$ cat src/rtl/usr_pkg.sv
`default_nettype none

package usr_pkg;

  // Counter width of the tick and echo-width counters
  localparam int COUNT_WIDTH = 16;
  localparam int CFG_W       = 16;
  localparam int TRIG_W      = 8;
  localparam int DIST_W      = 17;
  localparam int CMP_W       = (COUNT_WIDTH > CFG_W) ? COUNT_WIDTH : CFG_W;

  localparam int DIST_MUL_W  = 11;
  localparam int PROD_W      = COUNT_WIDTH + DIST_MUL_W;
  localparam int DQ_W        = (PROD_W - 8 > DIST_W) ? PROD_W - 8 : DIST_W;

  localparam logic [COUNT_WIDTH-1:0] COUNT_MAX = {COUNT_WIDTH{1'b1}};
  localparam logic [DIST_MUL_W-1:0]  DIST_MUL  = 11'd1114;
  localparam logic [DIST_W-1:0]      DIST_MAX  = 17'd111390;

  localparam logic [TRIG_W-1:0] TRIG_RST    = 8'd10;
  localparam logic [CFG_W-1:0]  TIMEOUT_RST = 16'd20000;
  localparam logic [CFG_W-1:0]  MIN_RST     = 16'd118;
  localparam logic [CFG_W-1:0]  MAX_RST     = 16'd23529;
  localparam logic [CFG_W-1:0]  STOP_RST    = 16'd1176;

  localparam logic [2:0] REG_TRIGGER = 3'd0;
  localparam logic [2:0] REG_TIMEOUT = 3'd1;
  localparam logic [2:0] REG_MIN     = 3'd2;
  localparam logic [2:0] REG_MAX     = 3'd3;
  localparam logic [2:0] REG_STOP    = 3'd4;

  localparam logic [1:0] FUNC_TICK  = 2'd0;
  localparam logic [1:0] FUNC_START = 2'd1;
  localparam logic [1:0] FUNC_CLEAR = 2'd2;

  typedef enum logic [1:0] {
    PH_IDLE = 2'd0,
    PH_TRIG = 2'd1,
    PH_WAIT = 2'd2,
    PH_MEAS = 2'd3
  } phase_t;

endpackage

`default_nettype wire

$ cat src/rtl/ultrasonic_ranger_with_safety_stop.sv
`default_nettype none

// Channel  | Direction | Handshake          | Payload
// in       | input     | in_valid/in_stall  | func, echo_level
// out      | output    | out_valid/out_stall| trigger_level .. stop_request
// cfg      | input     | cfg_write          | cfg_index, cfg_data
//
// One item per cycle sustained while the result is not stalled; an item passes from
// the input register to the result (state update and result register).
// The state update, including the width*1114 multiply, is combinational logic.
// Synchronous reset returns to idle with registers at their defaults.
// A stalled result holds one item in the input register before in_stall rises.

module ultrasonic_ranger_with_safety_stop
  import usr_pkg::*;
(
  input  wire logic              clk,
  input  wire logic              rst,
  input  wire logic              in_valid,
  output logic                   in_stall,
  input  wire logic [1:0]        func,
  input  wire logic              echo_level,
  output logic                   out_valid,
  input  wire logic              out_stall,
  output logic                   trigger_level,
  output logic                   busy_res,
  output logic                   done_res,
  output logic                   range_valid,
  output logic [DIST_W-1:0]      distance_cm_q8,
  output logic                   obstacle_latch,
  output logic                   stop_request,
  input  wire logic              cfg_write,
  input  wire logic [2:0]        cfg_index,
  input  wire logic [CFG_W-1:0]  cfg_data
);

  logic [TRIG_W-1:0] trigger_ticks;
  logic [CFG_W-1:0]  echo_timeout_ticks;
  logic [CFG_W-1:0]  min_echo_ticks;
  logic [CFG_W-1:0]  max_echo_ticks;
  logic [CFG_W-1:0]  stop_echo_ticks;

  always_ff @(posedge clk) begin
    if (rst) begin
      trigger_ticks      <= TRIG_RST;
      echo_timeout_ticks <= TIMEOUT_RST;
      min_echo_ticks     <= MIN_RST;
      max_echo_ticks     <= MAX_RST;
      stop_echo_ticks    <= STOP_RST;
    end else if (cfg_write) begin
      unique case (cfg_index)
        REG_TRIGGER: trigger_ticks      <= cfg_data[TRIG_W-1:0];
        REG_TIMEOUT: echo_timeout_ticks <= cfg_data;
        REG_MIN:     min_echo_ticks     <= cfg_data;
        REG_MAX:     max_echo_ticks     <= cfg_data;
        REG_STOP:    stop_echo_ticks    <= cfg_data;
        default: ;
      endcase
    end
  end

  // input register
  logic       in_full;
  logic [1:0] func_q;
  logic       echo_q;
  logic       advance;

  assign advance  = in_full && (!out_valid || !out_stall);
  assign in_stall = in_full && !advance;

  always_ff @(posedge clk) begin
    if (rst) begin
      in_full <= 1'b0;
    end else if (!in_stall) begin
      in_full <= in_valid;
    end
  end

  always_ff @(posedge clk) begin
    if (in_valid && !in_stall) begin
      func_q <= func;
      echo_q <= echo_level;
    end
  end

  // measurement state
  phase_t                 phase, phase_next;
  logic [COUNT_WIDTH-1:0] tick_count, tick_count_next;
  logic [COUNT_WIDTH-1:0] echo_width, echo_width_next;
  logic [DIST_W-1:0]      last_distance, last_distance_next;
  logic                   last_valid, last_valid_next;
  logic                   override_flag, override_flag_next;

  logic [COUNT_WIDTH-1:0] tick_inc, width_inc;
  logic                   trig_end, wait_end, meas_end;
  logic                   finish, wait_timeout;
  logic [COUNT_WIDTH-1:0] fin_w;
  logic [PROD_W-1:0]      prod;
  logic [DQ_W-1:0]        dq;
  logic [DIST_W-1:0]      dist_sat;
  logic                   w_valid, w_stop;

  assign tick_inc  = (tick_count == COUNT_MAX) ? COUNT_MAX : tick_count + 1'b1;
  assign width_inc = (echo_width == COUNT_MAX) ? COUNT_MAX : echo_width + 1'b1;

  assign trig_end = (CMP_W'(tick_inc) >= CMP_W'(trigger_ticks)) || (tick_inc == COUNT_MAX);
  assign wait_end = (CMP_W'(tick_inc) >= CMP_W'(echo_timeout_ticks))
                    || (tick_inc == COUNT_MAX);
  assign meas_end = (CMP_W'(width_inc) >= CMP_W'(echo_timeout_ticks))
                    || (width_inc == COUNT_MAX);

  always_comb begin
    finish       = 1'b0;
    wait_timeout = 1'b0;
    fin_w        = echo_q ? width_inc : echo_width;
    if (func_q == FUNC_TICK) begin
      if (phase == PH_WAIT && !echo_q && wait_end) begin
        wait_timeout = 1'b1;
      end
      if (phase == PH_MEAS && (!echo_q || meas_end)) begin
        finish = 1'b1;
      end
    end
  end

  assign prod     = PROD_W'(fin_w) * PROD_W'(DIST_MUL);
  assign dq       = DQ_W'(prod >> 8);
  assign dist_sat = (dq > DQ_W'(DIST_MAX)) ? DIST_MAX : dq[DIST_W-1:0];
  assign w_valid  = (CMP_W'(fin_w) >= CMP_W'(min_echo_ticks))
                    && (CMP_W'(fin_w) <= CMP_W'(max_echo_ticks));
  assign w_stop   = w_valid && (CMP_W'(fin_w) <= CMP_W'(stop_echo_ticks));

  // next state
  always_comb begin
    phase_next      = phase;
    tick_count_next = tick_count;
    echo_width_next = echo_width;
    unique case (func_q)
      FUNC_START: begin
        if (phase == PH_IDLE) begin
          phase_next      = PH_TRIG;
          tick_count_next = '0;
          echo_width_next = '0;
        end
      end
      FUNC_TICK: begin
        unique case (phase)
          PH_TRIG: begin
            tick_count_next = trig_end ? '0 : tick_inc;
            if (trig_end) phase_next = PH_WAIT;
          end
          PH_WAIT: begin
            if (echo_q) begin
              phase_next      = PH_MEAS;
              echo_width_next = COUNT_WIDTH'(1);
              tick_count_next = '0;
            end else begin
              tick_count_next = tick_inc;
              if (wait_end) phase_next = PH_IDLE;
            end
          end
          PH_MEAS: begin
            if (echo_q) echo_width_next = width_inc;
            if (finish) phase_next = PH_IDLE;
          end
          default: ;
        endcase
      end
      default: ;
    endcase
  end

  // result fields and latched status
  always_comb begin
    last_distance_next = last_distance;
    last_valid_next    = last_valid;
    override_flag_next = override_flag;
    if (func_q == FUNC_CLEAR) begin
      override_flag_next = 1'b0;
    end
    if (wait_timeout) begin
      last_distance_next = '0;
      last_valid_next    = 1'b0;
    end
    if (finish) begin
      last_distance_next = dist_sat;
      last_valid_next    = w_valid;
      if (w_stop) override_flag_next = 1'b1;
    end
  end

  always_ff @(posedge clk) begin
    if (rst) begin
      phase         <= PH_IDLE;
      tick_count    <= '0;
      echo_width    <= '0;
      last_distance <= '0;
      last_valid    <= 1'b0;
      override_flag <= 1'b0;
    end else if (advance) begin
      phase         <= phase_next;
      tick_count    <= tick_count_next;
      echo_width    <= echo_width_next;
      last_distance <= last_distance_next;
      last_valid    <= last_valid_next;
      override_flag <= override_flag_next;
    end
  end

  // result register
  always_ff @(posedge clk) begin
    if (rst) begin
      out_valid <= 1'b0;
    end else if (advance) begin
      out_valid <= 1'b1;
    end else if (!out_stall) begin
      out_valid <= 1'b0;
    end
  end

  always_ff @(posedge clk) begin
    if (advance) begin
      trigger_level  <= (phase_next == PH_TRIG);
      busy_res       <= (phase_next != PH_IDLE);
      done_res       <= finish || wait_timeout;
      range_valid    <= last_valid_next;
      distance_cm_q8 <= last_distance_next;
      obstacle_latch <= override_flag_next;
      stop_request   <= finish && w_stop;
    end
  end

  a_done_idle: assert property (@(posedge clk) disable iff (rst)
    out_valid && done_res |-> !busy_res)
    else $error("done reported while still busy");

  a_stop_latched: assert property (@(posedge clk) disable iff (rst)
    out_valid && stop_request |-> obstacle_latch && range_valid && done_res)
    else $error("stop request without a valid close measurement");

  a_trig_busy: assert property (@(posedge clk) disable iff (rst)
    out_valid && trigger_level |-> busy_res && !done_res)
    else $error("trigger high outside a measurement");

  a_hold: assert property (@(posedge clk) disable iff (rst)
    in_stall |-> in_full && out_valid && out_stall)
    else $error("input held without a blocked result");

endmodule

`default_nettype wire

$ cat config.mk
export PLATFORM = sky130hd
export DESIGN_NAME = ultrasonic_ranger_with_safety_stop
export DESIGN_NICKNAME = d
export VERILOG_FILES = /design/src/rtl/usr_pkg.sv /design/src/rtl/ultrasonic_ranger_with_safety_stop.sv
export SDC_FILE = /design/constraint.sdc
export NUM_CORES = 1
export LEC_CHECK = 0
export BUFFER_PORTS_ARGS = -buffer_cell sky130_fd_sc_hd__buf_2
export CAP_MARGIN = 5
export CORE_MARGIN = 3
export CORE_UTILIZATION = 30
export DETAILED_ROUTE_END_ITERATION = 6
export GPL_TIMING_DRIVEN = 0
export PLACE_DENSITY_LB_ADDON = 0.25
export SKIP_CTS_REPAIR_TIMING = 1
export SYNTH_ARGS = -nofsm -noshare
export SYNTH_HDL_FRONTEND = slang
export SYNTH_SLANG_ARGS = --single-unit
$ cat constraint.sdc
create_clock -name clk -period 11.9 [get_ports clk]
set_input_delay 2.38 -clock clk [delete_from_list [all_inputs] [get_ports clk]]
set_output_delay 2.38 -clock clk [all_outputs]
set_load 0.05 [all_outputs]
==> implementation parameters <==
Parameter                              Value

Yosys
  FFs w/ async S/R, synth    0%
  Register area share after synthesis    27.65%
  Largest cells by area after synthesis    sky130_fd_sc_hd__dfxtp_1 (21%), sky130_fd_sc_hd__ha_1 (18%), sky130_fd_sc_hd__nand2_1 (6.8%)
  Most frequent cells after synthesis    sky130_fd_sc_hd__nand2_1 (218), sky130_fd_sc_hd__ha_1 (169), sky130_fd_sc_hd__dfxtp_1 (127), sky130_fd_sc_hd__inv_1 (123), sky130_fd_sc_hd__nor2_1 (109)
  Area of the mapped netlist    approximately 12000 um^2
  Post-synth top area cell    sky130_fd_sc_hd__dfxtp_1
  Yosys warning count    0
  Library cells used by synthesis    87
  Avg Cell Area, Syn    8.399 um^2
  Main flop type after synthesis    sky130_fd_sc_hd__dfxtp_1
  Post-synthesis instance total    about 1.4k
  Count of flip-flops with a built-in enable after synthesis    26
  Most used standard cell by instance count after synthesis    sky130_fd_sc_hd__nand2_1
  Top-area cell type share of the netlist area    between 20% and 30%
  Number of flip-flops and latches in the synthesized netlist    153
  Synthesized netlist net count    1659

Global routing
  Maximum number of pins on one net before global-route repair    33
  Overall global routing resource usage    between 15 and 20%
  Global-route wire length before repair    55340 um
  Number of global-route vias before repair    10.09k
  Initial antenna violation count    0
  Total congestion overflow after global routing    0

Drt
  Number of remaining DRC errors    0
  Detailed router's first-iteration violation count    ~530
  Number of detailed-routing iterations run before antenna repair    7
  Average wire per cell in the routed design    approximately 17 um
  Detail Route Antenna Nets    0
  Final wirelength    around 35000 um
  Total vias in the final route    10.28k
  Post-detailed-route via-to-cell ratio    5.051

Timing
  Highest achievable clock rate    approximately 120 MHz
  Final period utilization    71.97%
  Worst-Margin Slew    1.214 ns
  Worst clock skew on the final layout    roughly 0.011 ns
  Fin. Hold Viols    0
  Total setup violations reported at the end of the flow    0
  Setup TNS    0 ns
  Number of pins exceeding their max-slew limit in the final report    0
  Worst hold margin    approximately 0.44 ns
  Unrepaired setup endpoints after global routing    false
  Min cycle time layout    8.564 ns
  Relative slew slack    a little under a fifth

Critical path
  Critical path required time    12.09 ns
  Maximum net fanout on the critical path    10
  Worst EP arrival    8.75 ns
  Worst path top cell family by delay    simple AND/OR/NAND/NOR gates
  Number of cells traversed by the worst register-to-register path    30
  Critical path start-end classification    reg2reg
  Critical path buffer and inverter count    8
  Critical Path Sink Type    flop
  Maximum single-stage delay on the critical path    0.92 ns
  Slowest cell on crit path    sky130_fd_sc_hd__nor2_1
  CP Depth    30
  Startpoint types    flop
  Critical path's most frequent cell    sky130_fd_sc_hd__inv_1

Clock tree
  H-tree depth    4
  Worst-path clk slew    around 0.06 ns
  Clock latency reported for the late side of the worst-skew pair    around 0.45 ns
  Clock root buffer    sky130_fd_sc_hd__clkbuf_16
  Clock Path Buffers    2
  Inserted Clock Buffers    17
  Sink count of the clock tree    153
  TritonCTS clock tree    yes

Flow run
  Count of maximum capacitance violations    0

Die
  Cell row count    72
  Placeable core region    slightly below 40000 um^2
  Chip width    206.2 um
  Die height    206.2 um
  Initial core utilization    ~31%
  Die Outline Area    approximately 43000 um^2
  Ports placed on the boundary    52

Power and ir drop
  Worst supply voltage drop on vdd    approximately 0.093 mV
  Standby leakage power    6.166 nW
  Pwr/cell area    between 90 and 100 nW/um^2

Cells and area
  Fraction of layout cells with a size suffix above 1    8.899%
  Number of antenna cells inserted    0
  Filler cells    4158
  Area added between synthesis and finish    12.46%
  Final layout net count    1732

Run status
  Outcome    finished clean

Hold path
  Hold path cells    2
  Hold Path Class    reg2reg

Placement
  DP HPWL    ~27000 um
  Weighted congestion at the end of routability-driven global placement    0.8421
  Number of buffers added on ports    51
-- flip-flops by register name, indices dropped and copies added (netlist names), 2 cells and up --
| register | cells |
|---|---|
| distance_cm_q8 | 17 |
| echo_timeout_ticks | 16 |
| echo_width | 16 |
| func_q | 2 |
| last_distance | 17 |
| max_echo_ticks | 16 |
| min_echo_ticks | 16 |
| phase | 2 |
| stop_echo_ticks | 16 |
| tick_count | 16 |
| trigger_ticks | 8 |
-- routing by layer --
metal	up-vias	global-route usage, %	share of wire (%)
met3	39	2.221	3.6
met1	4816	23.28	49
met4	0	4.606	1.7
met2	215	27.27	45
li1	5209	-	-
met5	-	0	0
-- logic make-up after synthesis --
family                     synth area share [%]
and+or+nand+nor                           19.48
AOI/OAI and AO/OA                         20.09
adders and majority gates                 23.09
buffers and inverters                     6.433
DFF                                       27.65
xor gates and xnor gates                  2.186
muxes                                     1.072
-- cell usage in the layout (no fill, tap or decap), drive strengths merged, types with 7 or more instances in the layout --
| cell | netlist | final |
|---|---|---|
| xor2 | 11 | 11 |
| a22o | 21 | 21 |
| dfxtp | 127 | 127 |
| o21a | 11 | 11 |
| and4 | 8 | 8 |
| nand3 | 19 | 19 |
| nor2 | 109 | 109 |
| o211ai | 13 | 13 |
| a21o | 20 | 20 |
| ha | 169 | 169 |
| or2 | 7 | 7 |
| nand4 | 16 | 16 |
| a221o | 15 | 15 |
| buf | 21 | 75 |
| xnor2 | 19 | 19 |
| edfxtp | 26 | 26 |
| a21oi | 108 | 108 |
| fa | 32 | 32 |
| nand3b | 22 | 22 |
| mux2 | 7 | 7 |
| inv | 125 | 131 |
| nor2b | 11 | 11 |
| clkbuf | 49 | 70 |
| nand2b | 11 | 11 |
| nor3 | 11 | 11 |
| and3 | 19 | 19 |
| o21ai | 53 | 53 |
| and2 | 14 | 14 |
| nor4 | 7 | 7 |
| a22oi | 15 | 15 |
| nand2 | 219 | 219 |
| a211o | 9 | 9 |
| a31oi | 21 | 21 |
| o31ai | 8 | 8 |
-- worst reg2reg max path, delay by kind of cell (launching register included) --
family	cells	cell delay (ns)
and+or+nand+nor	9	2.86
adders and majority gates	5	2.07
buffers and inverters	8	1.15
AOI/OAI and AO/OA	8	1.87
DFF	1	0.37
-- layout make-up --
class / instances / area, um^2 / share of cell area, %
Clock inverter: 11 / 85.08 / 0.6295
Buffer: 70 / 300.3 / 2.222
Timing Repair Buffer: 54 / 285.3 / 2.111
Sequential cell: 153 / 3323 / 24.59
Clock buffer: 21 / 460.4 / 3.406
Multi-Input combinational cell: 1082 / 7941 / 58.75
Tap cell: 518 / 648.1 / 4.795
Inverter: 126 / 473.0 / 3.499
-- through the flow --
| stage | std cells | instance area, um^2 | worst slack, ns | utilization, % | power, mW |
|---|---|---|---|---|---|
| after CTS | 2034 | 13510 | 3.429 | 34.55 | 1.291 |
| after floorplan | 1431 | 12020 | 4.672 | - | 0.7064 |
| after global routing | 2035 | 13520 | 2.903 | 34.57 | 1.342 |
| after global placement | 2000 | 12920 | 3.225 | 33.05 | 0.7674 |
| final | 2035 | 13520 | 3.336 | 34.57 | 1.278 |
| after detailed placement | 2002 | 12960 | 3.481 | 33.16 | 0.7706 |
-- path summary, 6_finish.rpt --
check | start | to | slack, ns
hold / removal | last_distance[6]$_SDFFE_PP0P_ | last_distance[6]$_SDFFE_PP0P_ | 0.44
hold reg to reg | last_distance[6]$_SDFFE_PP0P_ | last_distance[6]$_SDFFE_PP0P_ | 0.44
setup / recovery | echo_width[0]$_SDFFE_PP0P_ | distance_cm_q8[12]$_DFFE_PP_ | 3.34
setup reg to reg | echo_width[0]$_SDFFE_PP0P_ | distance_cm_q8[12]$_DFFE_PP_ | 3.34
-- where the power goes --
part	switching [mW]	internal (mW)	leakage, nW
clock network	0.238	0.281	0.266
logic	0.148	0.0703	4.62
registers	0.00499	0.537	1.28
No activity file was read; power rests on OpenSTA's default activity.
